File: config.mk
export PLATFORM = sky130hd
export DESIGN_NAME = antialiased_line_stepper_top_flat
export DESIGN_NICKNAME = d
export VERILOG_FILES = /design/src/rtl/als_pkg.sv /design/src/rtl/als_if.sv /design/src/rtl/als_divider.sv /design/src/rtl/antialiased_line_stepper_top.sv /design/src/flat_wrapper.sv
export VERILOG_INCLUDE_DIRS = /design/src /design/src/rtl
export SDC_FILE = /design/constraint.sdc
export NUM_CORES = 1
export LEC_CHECK = 0
export BUFFER_PORTS_ARGS = -buffer_cell sky130_fd_sc_hd__buf_2
export CAP_MARGIN = 20
export CORE_MARGIN = 1.5
export CORE_UTILIZATION = 50
export CTS_CLUSTER_DIAMETER = 120
export CTS_CLUSTER_SIZE = 10
export DETAILED_ROUTE_END_ITERATION = 16
export GPL_ROUTABILITY_DRIVEN = 0
export PLACE_DENSITY_LB_ADDON = 0.1
export RECOVER_POWER = 100
export SLEW_MARGIN = 20
export SYNTH_ARGS = -nofsm -noshare
export SYNTH_HDL_FRONTEND = slang
export SYNTH_SLANG_ARGS = --single-unit
File: constraint.sdc
create_clock -name clk -period 6.2 [get_ports clk]
set_clock_uncertainty 0.1 [all_clocks]
set_input_delay 0.62 -clock clk [delete_from_list [all_inputs] [get_ports clk]]
set_output_delay 0.62 -clock clk [all_outputs]
set_load 0.005 [all_outputs]
File: src/rtl/antialiased_line_stepper_top_defines.svh
// assertion macros for the antialiased line stepper
`ifndef ANTIALIASED_LINE_STEPPER_TOP_DEFINES_SVH
`define ANTIALIASED_LINE_STEPPER_TOP_DEFINES_SVH
`ifndef SYNTH
// condition must hold at every clock edge out of reset
`define ALS_ASSERT_ALWAYS(label, clk, rst_n, cond) \
    label: assert property (@(posedge clk) disable iff (!rst_n) (cond)) \
        else $error("als check failed");
// consequence must hold in the cycle after the antecedent
`define ALS_ASSERT_NEXT(label, clk, rst_n, ante, cons) \
    label: assert property (@(posedge clk) disable iff (!rst_n) (ante) |=> (cons)) \
        else $error("als check failed");
`else
`define ALS_ASSERT_ALWAYS(label, clk, rst_n, cond)
`define ALS_ASSERT_NEXT(label, clk, rst_n, ante, cons)
`endif
`endif

File: src/rtl/als_pkg.sv
// types and constants shared across the antialiased line stepper
package als_pkg;

    localparam int COORD_W = 10;
    localparam int RGB_W   = 24;
    localparam int ERR_W   = 16;
    localparam int COV_W   = 8;
    localparam int STEPS_W = 11;

    localparam logic [COORD_W-1:0] COORD_MAX = '1;

    // request action codes
    localparam logic ACT_START = 1'b0;
    localparam logic ACT_STEP  = 1'b1;

    typedef struct packed {
        logic [COORD_W-1:0] pixel_x;
        logic [COORD_W-1:0] pixel_y;
        logic [RGB_W-1:0]   pixel_rgb;
        logic [COV_W-1:0]   coverage;
        logic               is_partner;
        logic               last_pixel;
    } pix_t;

    typedef struct packed {
        logic start;
    } div_ctl_t;

    typedef struct packed {
        logic busy;
        logic done;
    } div_sts_t;

endpackage

File: src/rtl/als_if.sv
// request and pixel channel interfaces
interface als_req_if
    import als_pkg::*;
();
    logic               valid;
    logic               ready;
    logic               action;
    logic [COORD_W-1:0] x_start;
    logic [COORD_W-1:0] y_start;
    logic [COORD_W-1:0] x_end;
    logic [COORD_W-1:0] y_end;
    logic [RGB_W-1:0]   line_rgb;

    modport source (
        output valid, action, x_start, y_start, x_end, y_end, line_rgb,
        input  ready
    );
    modport sink (
        input  valid, action, x_start, y_start, x_end, y_end, line_rgb,
        output ready
    );
endinterface

interface als_pix_if
    import als_pkg::*;
();
    logic               valid;
    logic               ready;
    logic [COORD_W-1:0] pixel_x;
    logic [COORD_W-1:0] pixel_y;
    logic [RGB_W-1:0]   pixel_rgb;
    logic [COV_W-1:0]   coverage;
    logic               is_partner;
    logic               last_pixel;

    modport source (
        output valid, pixel_x, pixel_y, pixel_rgb, coverage, is_partner, last_pixel,
        input  ready
    );
    modport sink (
        input  valid, pixel_x, pixel_y, pixel_rgb, coverage, is_partner, last_pixel,
        output ready
    );
endinterface

File: src/rtl/als_divider.sv
// radix-2 restoring divider for the error step, one quotient bit per cycle
`include "antialiased_line_stepper_top_defines.svh"

module als_divider
    import als_pkg::*;
(
    input  logic               clk,
    input  logic               rst_n,
    input  div_ctl_t           ctl,
    input  logic [COORD_W-1:0] minor,
    input  logic [COORD_W-1:0] major,
    output div_sts_t           sts,
    output logic [ERR_W-1:0]   quot
);

    localparam int CNT_W = $clog2(ERR_W);

    logic               busy_reg;
    logic               done_reg;
    logic [CNT_W-1:0]   cnt_reg;
    logic [COORD_W-1:0] rem_reg;
    logic [COORD_W-1:0] div_reg;
    logic [ERR_W-1:0]   quo_reg;

    logic [COORD_W:0]   rem_shift;
    logic [COORD_W:0]   rem_diff;
    logic               q_bit;
    logic [COORD_W-1:0] rem_next;

    // shift in a zero, subtract divisor if it fits
    always_comb
    begin
        rem_shift = {rem_reg, 1'b0};
        rem_diff  = rem_shift - {1'b0, div_reg};
        q_bit     = (rem_shift >= {1'b0, div_reg});
        rem_next  = q_bit ? rem_diff[COORD_W-1:0] : rem_shift[COORD_W-1:0];
    end

    always_ff @(posedge clk or negedge rst_n)
    begin
        if (!rst_n)
        begin
            busy_reg <= 1'b0;
            done_reg <= 1'b0;
            cnt_reg  <= '0;
            rem_reg  <= '0;
            div_reg  <= '0;
            quo_reg  <= '0;
        end
        else if (ctl.start)
        begin
            busy_reg <= 1'b1;
            done_reg <= 1'b0;
            cnt_reg  <= '0;
            rem_reg  <= minor;
            div_reg  <= major;
        end
        else if (busy_reg)
        begin
            rem_reg <= rem_next;
            quo_reg <= {quo_reg[ERR_W-2:0], q_bit};
            cnt_reg <= cnt_reg + CNT_W'(1);
            if (cnt_reg == CNT_W'(ERR_W - 1))
            begin
                busy_reg <= 1'b0;
                done_reg <= 1'b1;
            end
        end
        else
        begin
            done_reg <= 1'b0;
        end
    end

    assign sts.busy = busy_reg;
    assign sts.done = done_reg;
    assign quot     = quo_reg;

    `ALS_ASSERT_NEXT(a_div_start_loads, clk, rst_n, ctl.start, busy_reg && cnt_reg == '0)
    `ALS_ASSERT_ALWAYS(a_div_rem_below_divisor, clk, rst_n, !busy_reg || rem_reg < div_reg)

endmodule

File: src/rtl/antialiased_line_stepper_top.sv
// top level of the antialiased line stepper: line setup, stepping and result buffer
//
// Walks an antialiased line (Wu style) one major-axis step per request and
// hands out pixels with an 8-bit coverage taken from a 16-bit error
// accumulator. A start request (action 0) clamps the endpoints to the
// screen, orders them top to bottom and puts the first pixel out in the
// next cycle; a single-point line comes out as one pixel marked last. Unless
// the line is diagonal or a single point, the error step (minor delta << 16)
// / major delta is then produced by a restoring divider at one bit per
// cycle, so the block takes no request after a start until the divide is
// done and the step is loaded. A step request (action 1) gives the pixel
// and, when it lands on screen, its partner (at column + direction on a
// row-major line, at row + 1 on a column-major one); a diagonal line gives
// one pixel per step with coverage 0. The request after the last interior
// pair returns the end pixel marked last; steps while no line is active
// give nothing. Results leave through a two-entry output buffer: a new
// request is taken in the same cycle that the last buffered result leaves,
// so a step is not taken while pixels of the one before (one or two) wait.
`include "antialiased_line_stepper_top_defines.svh"

module antialiased_line_stepper_top
    import als_pkg::*;
#(
    parameter int SCREEN_WIDTH  = 1024,
    parameter int SCREEN_HEIGHT = 1024
)
(
    input  logic   clk,
    input  logic   rst_n,
    als_req_if.sink   req,
    als_pix_if.source pix
);

    // on-screen coordinate limits, never above the coordinate range
    localparam int COL_LIM_I = (SCREEN_WIDTH - 1 < int'(COORD_MAX)) ?
                               SCREEN_WIDTH - 1 : int'(COORD_MAX);
    localparam int ROW_LIM_I = (SCREEN_HEIGHT - 1 < int'(COORD_MAX)) ?
                               SCREEN_HEIGHT - 1 : int'(COORD_MAX);
    localparam logic [COORD_W-1:0] COL_LIMIT = COL_LIM_I[COORD_W-1:0];
    localparam logic [COORD_W-1:0] ROW_LIMIT = ROW_LIM_I[COORD_W-1:0];

    // line state
    logic               busy_reg,        busy_next;
    logic [COORD_W-1:0] cur_col_reg,     cur_col_next;
    logic [COORD_W-1:0] cur_row_reg,     cur_row_next;
    logic [COORD_W-1:0] end_col_reg,     end_col_next;
    logic [COORD_W-1:0] end_row_reg,     end_row_next;
    logic               col_dir_neg_reg, col_dir_neg_next;
    logic               row_major_reg,   row_major_next;
    logic               is_diag_reg,     is_diag_next;
    logic [ERR_W-1:0]   err_acc_reg,     err_acc_next;
    logic [ERR_W-1:0]   err_step_reg,    err_step_next;
    logic [STEPS_W-1:0] steps_left_reg,  steps_left_next;
    logic [RGB_W-1:0]   held_rgb_reg,    held_rgb_next;

    // two-entry result buffer: slot a is the head shown on the pixel channel
    pix_t slot_a_reg,  slot_a_next;
    pix_t slot_b_reg,  slot_b_next;
    logic valid_a_reg, valid_a_next;
    logic valid_b_reg, valid_b_next;

    // divider hookup
    div_ctl_t         div_ctl;
    div_sts_t         div_sts;
    logic [ERR_W-1:0] div_quot;

    logic take;
    logic pop;

    // start request decode
    logic [COORD_W-1:0] cx0, cy0, cx1, cy1;
    logic [COORD_W-1:0] sx0, sy0, sx1, sy1;
    logic               st_dir_neg;
    logic [COORD_W-1:0] st_dx, st_dy;
    logic               st_row_major;
    logic               st_diag;
    logic [COORD_W-1:0] st_major, st_minor;
    logic               st_single;

    // step datapath
    logic [ERR_W:0]     acc_sum;
    logic               carry;
    logic [COORD_W-1:0] col_moved;
    logic [COORD_W-1:0] new_col, new_row;
    logic [COORD_W:0]   part_col, part_row;
    logic               part_ok;

    assign take = req.valid && req.ready;
    assign pop  = pix.valid && pix.ready;

    // take a request once the divider is idle and the buffer drains
    assign req.ready = !div_sts.busy && !div_sts.done &&
                       (!valid_a_reg || (pop && !valid_b_reg));

    assign pix.valid      = valid_a_reg;
    assign pix.pixel_x    = slot_a_reg.pixel_x;
    assign pix.pixel_y    = slot_a_reg.pixel_y;
    assign pix.pixel_rgb  = slot_a_reg.pixel_rgb;
    assign pix.coverage   = slot_a_reg.coverage;
    assign pix.is_partner = slot_a_reg.is_partner;
    assign pix.last_pixel = slot_a_reg.last_pixel;

    // clamp, order top to bottom, find deltas and the major axis
    always_comb
    begin
        cx0 = (req.x_start > COL_LIMIT) ? COL_LIMIT : req.x_start;
        cx1 = (req.x_end   > COL_LIMIT) ? COL_LIMIT : req.x_end;
        cy0 = (req.y_start > ROW_LIMIT) ? ROW_LIMIT : req.y_start;
        cy1 = (req.y_end   > ROW_LIMIT) ? ROW_LIMIT : req.y_end;
        if (cy0 > cy1)
        begin
            sx0 = cx1; sy0 = cy1; sx1 = cx0; sy1 = cy0;
        end
        else
        begin
            sx0 = cx0; sy0 = cy0; sx1 = cx1; sy1 = cy1;
        end
        st_dir_neg   = (sx1 < sx0);
        st_dx        = st_dir_neg ? (sx0 - sx1) : (sx1 - sx0);
        st_dy        = sy1 - sy0;
        st_row_major = (st_dy > st_dx);
        st_diag      = (st_dx == st_dy) && (st_dx != '0);
        st_major     = st_row_major ? st_dy : st_dx;
        st_minor     = st_row_major ? st_dx : st_dy;
        st_single    = (st_major == '0);
    end

    // one step along the major axis, carry into the minor axis on wrap
    always_comb
    begin
        acc_sum   = {1'b0, err_acc_reg} + {1'b0, err_step_reg};
        carry     = acc_sum[ERR_W];
        col_moved = col_dir_neg_reg ? (cur_col_reg - COORD_W'(1))
                                    : (cur_col_reg + COORD_W'(1));
        if (is_diag_reg)
        begin
            new_col = col_moved;
            new_row = cur_row_reg + COORD_W'(1);
        end
        else if (row_major_reg)
        begin
            new_col = carry ? col_moved : cur_col_reg;
            new_row = cur_row_reg + COORD_W'(1);
        end
        else
        begin
            new_col = col_moved;
            new_row = cur_row_reg + COORD_W'(carry);
        end

        // partner sits beside the pixel across the minor axis
        if (row_major_reg)
        begin
            part_col = col_dir_neg_reg ? ({1'b0, new_col} - (COORD_W+1)'(1))
                                       : ({1'b0, new_col} + (COORD_W+1)'(1));
            part_row = {1'b0, new_row};
        end
        else
        begin
            part_col = {1'b0, new_col};
            part_row = {1'b0, new_row} + (COORD_W+1)'(1);
        end
        part_ok = !(row_major_reg && col_dir_neg_reg && (new_col == '0)) &&
                  (part_col <= {1'b0, COL_LIMIT}) &&
                  (part_row <= {1'b0, ROW_LIMIT});
    end

    always_comb
    begin
        busy_next        = busy_reg;
        cur_col_next     = cur_col_reg;
        cur_row_next     = cur_row_reg;
        end_col_next     = end_col_reg;
        end_row_next     = end_row_reg;
        col_dir_neg_next = col_dir_neg_reg;
        row_major_next   = row_major_reg;
        is_diag_next     = is_diag_reg;
        err_acc_next     = err_acc_reg;
        err_step_next    = err_step_reg;
        steps_left_next  = steps_left_reg;
        held_rgb_next    = held_rgb_reg;
        slot_a_next      = slot_a_reg;
        slot_b_next      = slot_b_reg;
        valid_a_next     = valid_a_reg;
        valid_b_next     = valid_b_reg;
        div_ctl.start    = 1'b0;

        // buffer shifts toward the head as results leave
        if (pop)
        begin
            slot_a_next  = slot_b_reg;
            valid_a_next = valid_b_reg;
            valid_b_next = 1'b0;
        end

        if (take)
        begin
            if (req.action == ACT_START)
            begin
                // a start also drops any line in progress
                held_rgb_next    = req.line_rgb;
                col_dir_neg_next = st_dir_neg;
                row_major_next   = st_row_major;
                is_diag_next     = st_diag;
                cur_col_next     = sx0;
                cur_row_next     = sy0;
                end_col_next     = sx1;
                end_row_next     = sy1;
                err_acc_next     = '0;
                err_step_next    = '0;
                steps_left_next  = {1'b0, st_major} - STEPS_W'(1);
                busy_next        = !st_single;
                div_ctl.start    = !st_single && !st_diag;
                if (st_single)
                begin
                    steps_left_next = '0;
                end

                slot_a_next.pixel_x    = sx0;
                slot_a_next.pixel_y    = sy0;
                slot_a_next.pixel_rgb  = req.line_rgb;
                slot_a_next.coverage   = '0;
                slot_a_next.is_partner = 1'b0;
                slot_a_next.last_pixel = st_single;
                valid_a_next           = 1'b1;
                valid_b_next           = 1'b0;
            end
            else if (busy_reg)
            begin
                slot_a_next.pixel_rgb  = held_rgb_reg;
                slot_a_next.is_partner = 1'b0;
                valid_a_next           = 1'b1;
                valid_b_next           = 1'b0;
                if (steps_left_reg == '0)
                begin
                    // end pixel closes the line
                    busy_next              = 1'b0;
                    cur_col_next           = end_col_reg;
                    cur_row_next           = end_row_reg;
                    slot_a_next.pixel_x    = end_col_reg;
                    slot_a_next.pixel_y    = end_row_reg;
                    slot_a_next.coverage   = '0;
                    slot_a_next.last_pixel = 1'b1;
                end
                else
                begin
                    steps_left_next        = steps_left_reg - STEPS_W'(1);
                    cur_col_next           = new_col;
                    cur_row_next           = new_row;
                    slot_a_next.pixel_x    = new_col;
                    slot_a_next.pixel_y    = new_row;
                    slot_a_next.last_pixel = 1'b0;
                    if (is_diag_reg)
                    begin
                        slot_a_next.coverage = '0;
                    end
                    else
                    begin
                        err_acc_next           = acc_sum[ERR_W-1:0];
                        slot_a_next.coverage   = acc_sum[ERR_W-1:ERR_W-COV_W];
                        slot_b_next.pixel_x    = part_col[COORD_W-1:0];
                        slot_b_next.pixel_y    = part_row[COORD_W-1:0];
                        slot_b_next.pixel_rgb  = held_rgb_reg;
                        slot_b_next.coverage   = acc_sum[ERR_W-1:ERR_W-COV_W];
                        slot_b_next.is_partner = 1'b1;
                        slot_b_next.last_pixel = 1'b0;
                        valid_b_next           = part_ok;
                    end
                end
            end
        end

        // quotient lands before any step request can be taken
        if (div_sts.done)
        begin
            err_step_next = div_quot;
        end
    end

    always_ff @(posedge clk or negedge rst_n)
    begin
        if (!rst_n)
        begin
            busy_reg        <= 1'b0;
            cur_col_reg     <= '0;
            cur_row_reg     <= '0;
            end_col_reg     <= '0;
            end_row_reg     <= '0;
            col_dir_neg_reg <= 1'b0;
            row_major_reg   <= 1'b0;
            is_diag_reg     <= 1'b0;
            err_acc_reg     <= '0;
            err_step_reg    <= '0;
            steps_left_reg  <= '0;
            held_rgb_reg    <= '0;
            slot_a_reg      <= '0;
            slot_b_reg      <= '0;
            valid_a_reg     <= 1'b0;
            valid_b_reg     <= 1'b0;
        end
        else
        begin
            busy_reg        <= busy_next;
            cur_col_reg     <= cur_col_next;
            cur_row_reg     <= cur_row_next;
            end_col_reg     <= end_col_next;
            end_row_reg     <= end_row_next;
            col_dir_neg_reg <= col_dir_neg_next;
            row_major_reg   <= row_major_next;
            is_diag_reg     <= is_diag_next;
            err_acc_reg     <= err_acc_next;
            err_step_reg    <= err_step_next;
            steps_left_reg  <= steps_left_next;
            held_rgb_reg    <= held_rgb_next;
            slot_a_reg      <= slot_a_next;
            slot_b_reg      <= slot_b_next;
            valid_a_reg     <= valid_a_next;
            valid_b_reg     <= valid_b_next;
        end
    end

    als_divider u_div (
        .clk   (clk),
        .rst_n (rst_n),
        .ctl   (div_ctl),
        .minor (st_minor),
        .major (st_major),
        .sts   (div_sts),
        .quot  (div_quot)
    );

    `ALS_ASSERT_ALWAYS(a_partner_behind_head, clk, rst_n, !valid_b_reg || valid_a_reg)
    `ALS_ASSERT_ALWAYS(a_quot_for_live_line, clk, rst_n, !div_sts.done || (busy_reg && !is_diag_reg))
    `ALS_ASSERT_NEXT(a_start_gives_pixel, clk, rst_n, take && req.action == ACT_START, valid_a_reg)

endmodule

File: src/flat_wrapper.sv
// flat-port wrapper written by rule: the top's interface ports become plain ports
module antialiased_line_stepper_top_flat import als_pkg::*;
#(
    parameter int SCREEN_WIDTH  = 1024,
    parameter int SCREEN_HEIGHT = 1024
)
  (clk, rst_n, req_valid, req_action, req_x_start, req_y_start, req_x_end, req_y_end, req_line_rgb, req_ready, pix_valid, pix_pixel_x, pix_pixel_y, pix_pixel_rgb, pix_coverage, pix_is_partner, pix_last_pixel, pix_ready);
  als_req_if req_i ();
  als_pix_if pix_i ();
  input  logic clk;
  input  logic rst_n;
  input wire logic [$bits(req_i.valid)-1:0] req_valid;
  input wire logic [$bits(req_i.action)-1:0] req_action;
  input wire logic [$bits(req_i.x_start)-1:0] req_x_start;
  input wire logic [$bits(req_i.y_start)-1:0] req_y_start;
  input wire logic [$bits(req_i.x_end)-1:0] req_x_end;
  input wire logic [$bits(req_i.y_end)-1:0] req_y_end;
  input wire logic [$bits(req_i.line_rgb)-1:0] req_line_rgb;
  output wire logic [$bits(req_i.ready)-1:0] req_ready;
  output wire logic [$bits(pix_i.valid)-1:0] pix_valid;
  output wire logic [$bits(pix_i.pixel_x)-1:0] pix_pixel_x;
  output wire logic [$bits(pix_i.pixel_y)-1:0] pix_pixel_y;
  output wire logic [$bits(pix_i.pixel_rgb)-1:0] pix_pixel_rgb;
  output wire logic [$bits(pix_i.coverage)-1:0] pix_coverage;
  output wire logic [$bits(pix_i.is_partner)-1:0] pix_is_partner;
  output wire logic [$bits(pix_i.last_pixel)-1:0] pix_last_pixel;
  input wire logic [$bits(pix_i.ready)-1:0] pix_ready;
  assign req_i.valid = req_valid;
  assign req_i.action = req_action;
  assign req_i.x_start = req_x_start;
  assign req_i.y_start = req_y_start;
  assign req_i.x_end = req_x_end;
  assign req_i.y_end = req_y_end;
  assign req_i.line_rgb = req_line_rgb;
  assign req_ready = req_i.ready;
  assign pix_valid = pix_i.valid;
  assign pix_pixel_x = pix_i.pixel_x;
  assign pix_pixel_y = pix_i.pixel_y;
  assign pix_pixel_rgb = pix_i.pixel_rgb;
  assign pix_coverage = pix_i.coverage;
  assign pix_is_partner = pix_i.is_partner;
  assign pix_last_pixel = pix_i.last_pixel;
  assign pix_i.ready = pix_ready;
  antialiased_line_stepper_top #(.SCREEN_WIDTH(SCREEN_WIDTH), .SCREEN_HEIGHT(SCREEN_HEIGHT)) u_core (.clk(clk), .rst_n(rst_n), .req(req_i), .pix(pix_i));
endmodule
# --- Word level (Yosys, flattened, before mapping) ---
# Cells that the tools add are included.
totals:
  reg_bits: 262
  inputBits: 69
  out_inout_bits: 56
  elab_cells: 170
op_classes:
  n_addsub: 15
  n_lt_le_gt_ge: 10
  eq_ne: 7
  mux: 71
  n_bitwise: 4
  reduce_logical: 32
op_table:
  columns: ["op", "n"]
  rows:
  - ["10-bit 2-to-1 mux", 26]
  - ["54-bit 2-to-1 mux", 4]
  - ["16-bit 2-to-1 mux", 7]
  - ["11-bit 2-to-1 mux", 7]
  - ["10-bit > comparator, second input constant", 4]
  - ["10-bit subtractor", 4]
  - ["10-bit by 1-bit adder with 11-bit output, second input constant", 2]
  - ["11-bit by 10-bit <= comparator with 1-bit output, second input constant", 2]
  - ["1-bit 2-to-1 mux", 22]
  - ["10-bit by 1-bit subtractor with 11-bit output, second input constant", 2]
  - ["10-bit by 1-bit adder with 10-bit output, second input constant", 2]
  - ["10-bit > comparator", 2]
  - ["10-bit zero test", 2]
  - ["20-bit 2-to-1 mux", 1]
  - ["16-bit by 16-bit adder with 17-bit output", 1]
  - ["8-bit 2-to-1 mux", 2]
  - ["11-bit by 10-bit >= comparator with 1-bit output", 1]
  - ["1-bit logical AND", 11]
  - ["11-bit zero test", 1]
  - ["11-bit by 1-bit subtractor with 11-bit output, second input constant", 1]
  - ["10-bit by 1-bit adder with 10-bit output", 1]
  - ["10-bit equality test", 1]
  - ["10-bit less-than comparator", 1]
  - ["10-bit nonzero test", 1]
  - ["other kinds (15)", 31]

# --- Depth between registers and ports, before layout ---
logic_depth:
  word_depth: 16
  ltp_mapped: 44
  mapped_depth_nobuf: 35

# --- Cells and area by module ---
# From an unflattened synthesis, not the netlist that was laid out.
unflattened:
  hier_cells: 2072
  hier_area_um2: 17321.6
modules_own_cells:
  columns: ["module", "n_inst", "cells_per_inst", "area_per_inst_um2", "seq_area_each_um2"]
  rows:
  - ["antialiased_line_stepper_top", 1, 1828, 15082.0, 5505.3]
  - ["als_divider", 1, 244, 2239.6, 1051.0]

# --- Worst setup path before layout ---
# Ideal clock, no wire load.
synth_path:
  kind: "in2reg"
  from: "input port req_y_start[2]"
  to: "register u_core.steps_left_reg[6]"
  setup_time_ns: 0.094
  arrival_ns: 8.859
  required_ns: 6.006
  slack_ns: -2.853
  stages: 41
  path_buffers: 11
  cell_sequence: "clkbuf_1 > ha_1 > clkbuf_1 > and4_1 > and4_1 > or2_1 > buf_2 > a21oi_4 > buf_4 > buf_2 > buf_1 > clkbuf_1 > nor2_1 > a21oi_1 > ha_1 > clkbuf_1 > and2_1 > a21oi_1 > [5 not listed] > mux2i_1 > xnor2_2 > ha_1 > a21o_1 > a21o_1 > a22o_1 > o31ai_1 > clkbuf_1 > clkbuf_1 > clkbuf_1 > a21oi_1 > inv_1 > ha_1 > inv_1 > nor4_1 > xnor2_1 > a21oi_1 > a211oi_1"
synth_via:
  elab_chain_len: 11
  elab_cells_between_ends: 18
  classes_between: "4 x add/sub; 4 x order compare; 9 x mux; 1 x reduce/logical"
synth_rtl:
  columns: ["item", "line", "rtl"]
  rows:
  - ["from (decl)", "flat_wrapper.sv:15", "input wire logic [$bits(req_i.y_start)-1:0] req_y_start;"]
  - ["10-bit > comparator", "antialiased_line_stepper_top.sv:108", "cy0 = (req.y_start > ROW_LIMIT) ? ROW_LIMIT : req.y_start;"]
  - ["10-bit 2-to-1 mux *", "antialiased_line_stepper_top.sv:108", null]
  - ["10-bit > comparator", "antialiased_line_stepper_top.sv:110", "if (cy0 > cy1)"]
  - ["10-bit 2-to-1 mux", "antialiased_line_stepper_top.sv:110", null]
  - ["10-bit subtractor or 10-bit less-than comparator (tied branches)", "antialiased_line_stepper_top.sv:119, antialiased_line_stepper_top.sv:118", null]
  - ["10-bit 2-to-1 mux", "antialiased_line_stepper_top.sv:119", "st_dx = st_dir_neg ? (sx0 - sx1) : (sx1 - sx0);"]
  - ["10-bit > comparator", "antialiased_line_stepper_top.sv:121", "st_row_major = (st_dy > st_dx);"]
  - ["10-bit 2-to-1 mux *", "antialiased_line_stepper_top.sv:123", "st_major = st_row_major ? st_dy : st_dx;"]
  - ["10-bit by 1-bit subtractor with 11-bit output or 10-bit zero test (tied branches)", "antialiased_line_stepper_top.sv:211, antialiased_line_stepper_top.sv:125", null]
  - ["11-bit 2-to-1 mux *", "antialiased_line_stepper_top.sv:214", "if (st_single)"]
  - ["11-bit 2-to-1 mux *", "antialiased_line_stepper_top.sv:198", "if (req.action == ACT_START)"]
  - ["to (signal assigned)", "antialiased_line_stepper_top.sv:313", "steps_left_reg <= steps_left_next;"]
  - ["to (decl)", "antialiased_line_stepper_top.sv:53", "logic [STEPS_W-1:0] steps_left_reg, steps_left_next;"]
# Every way passes the cells marked *; elsewhere a longest branch is shown, timed or not.
# A chain may end at the register's enable or synchronous reset.

# --- Worst setup path after layout ---
layout_path:
  from: "input port req_y_end[7]"
  to: "register u_core.u_div.rem_reg[7]"
layout_via:
  elab_chain_len: 14
  elab_cells_between_ends: 26
  classes_between: "3 x add/sub; 4 x order compare; 1 x eq/ne; 11 x mux; 7 x reduce/logical"
layout_rtl:
  columns: ["item", "line", "rtl"]
  rows:
  - ["from (decl)", "flat_wrapper.sv:17", "input wire logic [$bits(req_i.y_end)-1:0] req_y_end;"]
  - ["10-bit > comparator", "antialiased_line_stepper_top.sv:109", "cy1 = (req.y_end > ROW_LIMIT) ? ROW_LIMIT : req.y_end;"]
  - ["10-bit 2-to-1 mux *", "antialiased_line_stepper_top.sv:109", null]
  - ["10-bit > comparator", "antialiased_line_stepper_top.sv:110", null]
  - ["10-bit 2-to-1 mux", "antialiased_line_stepper_top.sv:110", null]
  - ["10-bit subtractor or 10-bit less-than comparator (tied branches)", "antialiased_line_stepper_top.sv:119, antialiased_line_stepper_top.sv:118", null]
  - ["10-bit 2-to-1 mux", "antialiased_line_stepper_top.sv:119", null]
  - ["10-bit > comparator", "antialiased_line_stepper_top.sv:121", null]
  - ["10-bit 2-to-1 mux", "antialiased_line_stepper_top.sv:123", null]
  - ["10-bit zero test", "antialiased_line_stepper_top.sv:125", "st_single = (st_major == '0);"]
  - ["1-bit zero test", "antialiased_line_stepper_top.sv:213", "div_ctl.start = !st_single && !st_diag;"]
  - ["1-bit logical AND", "antialiased_line_stepper_top.sv:213", null]
  - ["1-bit 2-to-1 mux", "antialiased_line_stepper_top.sv:198", null]
  - ["1-bit 2-to-1 mux", "antialiased_line_stepper_top.sv:196", "if (take)"]
  - ["10-bit 2-to-1 mux or 2-bit nonzero test (tied branches)", null, null]
  - ["to (signal assigned)", "als_divider.sv:55", "rem_reg <= minor;"]
  - ["to (signal assigned)", "als_divider.sv:60", "rem_reg <= rem_next;"]
  - ["to (decl)", "als_divider.sv:21", "logic [COORD_W-1:0] rem_reg;"]
# Marked as above.

==> results.sh <==
export IMPL_end_kind="flip-flop"
export IMPL_hp_start="req_line_rgb[15]"
export IMPL_portBuffers=124
export IMPL_yosys_warnings=0
export IMPL_crit_top_cell="buf_4"
export IMPL_syn_mean_instance_area_um2=8.50
export IMPL_worstSetupStartpointType="input port"
export IMPL_overflow=0
export IMPL_viasPerCell=5.84
export IMPL_critPathLaunch="req_y_end[7]"
export IMPL_total_power_mw=12.3
export IMPL_slew_violations=120
export IMPL_coreArea_um2=34500
export IMPL_nets=2571
export IMPL_status="finished with violations"
export IMPL_hp_class="input port to flip-flop"
export IMPL_worstMarginPinSlew_ns=3.11
export IMPL_ir_drop_v=0.000329
export IMPL_die_y_um=191
export IMPL_diodes=0
export IMPL_max_stage_delay_ns=0.41
export IMPL_finalHoldViolCount=0
export IMPL_clock_sinks=262
export IMPL_num_rows=68
export IMPL_ios=125
export IMPL_grt_pass1_wl_um=86600
export IMPL_path_class="input port to flip-flop"
export IMPL_via_count=16800
export IMPL_yosys_most_used_dff="dfrtp_1"
export IMPL_cts_buffers=30
export IMPL_worst_ep_required_time_ns=6.57
export IMPL_netlist_instances=2067
export IMPL_clockRootBuffer="clkbuf_16"
export IMPL_setup_viol=39
export IMPL_drive_gt1_frac=0.271
export IMPL_largest_reg_flops=53
export IMPL_grt_usage=0.297
export IMPL_fp_dieW_um=191
export IMPL_routed_wl_um=54000
export IMPL_syn_to_final_growth_pct=27.0
export IMPL_hold_buffers=0
export IMPL_drtAntennaViolNets=0
export IMPL_rsz0062_at_grt="true"
export IMPL_power_density_nw_per_um2=551
export IMPL_finalWorstSetupSlack_ns=-0.726
export IMPL_htreeDepth=1
export IMPL_ys_seq_elements=262
export IMPL_synth_edf_count=0
export IMPL_grt_pass1_vias=16300
export IMPL_clkTransAtPathRegs_ns=0.05
export IMPL_tritoncts="built"
export IMPL_fin_crit_sh=1.12
export IMPL_initial_utilization=0.509
export IMPL_synth_nets=2224
export IMPL_antenna_found_initial=0
export IMPL_insertion_delay_ns=0.57
export IMPL_netlist_area_um2=17600
export IMPL_power_leakage_nw=10.8
export IMPL_relSlewSlack=-1.07
export IMPL_drv_cap=1
export IMPL_ys_types=88
export IMPL_drcViolationCount=0
export IMPL_final_core_util=0.646
export IMPL_fmax_ghz=0.144
export IMPL_dieArea_um2=36300
export IMPL_reg2reg_from="u_core.err_step_reg[0]$_DFFE_PN0P_"
export IMPL_clk_path_buf_depth=3
export IMPL_violations="max-capacitance violations, max-slew violations, negative setup slack"
export IMPL_synth_yosys_seq_area_share=0.373
export IMPL_async_flop_share=1.00
export IMPL_post_drt_wl_per_cell_um=18.8
export IMPL_grt_max_degree=144
export IMPL_first_iter_violations=1164
export IMPL_worst_path_max_delay_cell="or4_4"
export IMPL_worstPathMaxFanout=8
export IMPL_fin_crit_ns=6.93
export IMPL_dp_hpwl_um=37800
export IMPL_first_pass_iters=5
export IMPL_n_fill_cell=2866
export IMPL_arrival_ns=7.30
-- what timing repair did --
item / 4_1_cts / 5_1_grt
cloned: 2 / 0
pin swaps: 50 / 54
buffers inserted: 49 / 18
setup endpoints to repair: 38 / 39
resized for setup: 78 / 69
-- cell usage after synthesis (all sizes together) (4+ instances only) --
| cell type | count | area, um^2 |
|---|---|---|
| a211o | 4 | 35.0 |
| a211oi | 20 | 155 |
| a21o | 44 | 330 |
| a21oi | 109 | 561 |
| a221oi | 5 | 73.8 |
| a31oi | 23 | 159 |
| and2 | 10 | 62.6 |
| and3 | 14 | 87.6 |
| buf | 30 | 158 |
| clkbuf | 95 | 357 |
| dfrtp | 262 | 6560 |
| fa | 4 | 80.1 |
| ha | 84 | 1050 |
| inv | 96 | 360 |
| mux2 | 39 | 439 |
| mux2i | 106 | 1060 |
| nand2 | 419 | 1570 |
| nand2b | 15 | 93.8 |
| nand3 | 80 | 400 |
| nand4 | 7 | 43.8 |
| nor2 | 114 | 428 |
| nor2b | 14 | 87.6 |
| nor3 | 25 | 136 |
| nor4 | 9 | 56.3 |
| o2111ai | 5 | 61.3 |
| o211a | 5 | 50.1 |
| o211ai | 46 | 345 |
| o21ai | 157 | 801 |
| o21bai | 13 | 97.6 |
| o221ai | 14 | 129 |
| o22ai | 27 | 169 |
| o311ai | 11 | 166 |
| o31ai | 8 | 60.1 |
| or2 | 6 | 37.5 |
| or3 | 11 | 68.8 |
| xnor2 | 57 | 507 |
| xor2 | 22 | 193 |
-- logic make-up (layout without fill, tap and decap cells) --
family,count (synthesis),in the layout,share of synthesized area
adder cells (fa/ha/maj),91,91,0.0661
AO/OA/AOI/OAI,533,533,0.206
flip-flops,262,262,0.373
multiplexers,145,145,0.0853
buffers and inverters,221,568,0.0498
AND/OR/NAND/NOR,736,737,0.180
XOR/XNOR,79,79,0.0398
-- layout by cell type (no fill, tap or decap), types with 6 or more instances in the layout --
cell type  synthesis  layout
dfrtp_1          262     261
o21ai_0          145     134
nor4_1             9       8
a21o_1            44      44
buf_4              4     286
o311ai_4           4       6
inv_2              1      10
a21oi_1          107      93
mux2i_2            0       6
buf_2              5     123
nand4_1            7       7
nand2b_1          15      15
o21ai_2            1       8
o21ai_1           10      12
ha_4               0      11
o221ai_1          13      11
and2_1            10       6
nor2_1           114     108
a211oi_1          19      17
and3_1            14      14
nand2_1          419     414
or3_1             11      11
xor2_1            22      21
o21bai_1          13      12
a21oi_2            1      11
a31oi_1           22      21
mux2i_1          106      93
buf_6              1      23
o211ai_1          46      46
xnor2_1           56      56
ha_1              84      69
nor3_1            24      19
o22ai_1           27      26
mux2_2            39      39
nor2b_1           14      13
clkbuf_16          0      30
nand3_1           80      73
mux2i_4            0       7
inv_1             95      85
-- where the power goes --
group	switching, mW	total, mW	internal [mW]
Combinational	4.09	7.66	3.57
Sequential	0.579	3.10	2.53
Clock	0.677	1.53	0.851
-- worst paths after layout --
kind	cells past startpoint	to	slack [ns]
setup / recovery	35	u_core.u_div.rem_reg[7]$_DFFE_PN0P_	-0.73
hold / removal	3	u_core.held_rgb_reg[15]$_DFFE_PN0P_	0.17
setup reg to reg	24	u_core.valid_b_reg$_DFF_PN0_	0.54
hold reg to reg	1	u_core.slot_b_reg[1]$_DFFE_PN0P_	0.37
max in group asynchronous	1	u_core.busy_reg$_DFFE_PN0P_	3.00
min in group asynchronous	1	u_core.pix.pixel_y[3]$_DFF_PN0_	0.95
-- per-layer routing --
metal / part of all wire / routed length (um) / GRT usage
met1: 0.45 / 24500 / 0.416
met2: 0.45 / 24600 / 0.479
met3: 0.054 / 2920 / 0.0265
met4: 0.038 / 2030 / 0.110
met5: 0 / 0 / 0
-- through the flow --
step / setup slack, ns / TNS (ns) / cells / hold WS (ns) / cell area, um^2
floorplan: -1.56 / -53.78 / 2067 / 0.224 / 17800
global placement: -1.36 / -46.84 / 2772 / 0.352 / 20400
detailed placement: -1.52 / -52.55 / 2772 / 0.356 / 20400
CTS: -0.431 / -13.65 / 2856 / 0.0884 / 21900
global route: -0.973 / -34.05 / 2870 / 0.183 / 22300
finish: -0.726 / -24.58 / 2870 / 0.172 / 22300
-- critical path: cells and delay by family --
kind | cells | cell delay (ns)
compound gates | 13 | 2.66
fa+ha+maj | 3 | 0.75
buf+inv | 9 | 1.06
mux | 2 | 0.52
simple gates | 8 | 1.64
-- layout make-up --
class	instances	area, um^2	area share
clock buffer	31	754	0.0338
clock inverter	2	25.0	0.00112
inverter	96	363	0.0163
multi-input combinational	1585	10900	0.489
sequential	262	6560	0.294
tap	455	569	0.0255
timing repair buffer	439	3130	0.140
No activity file was read; power rests on OpenSTA's default activity.
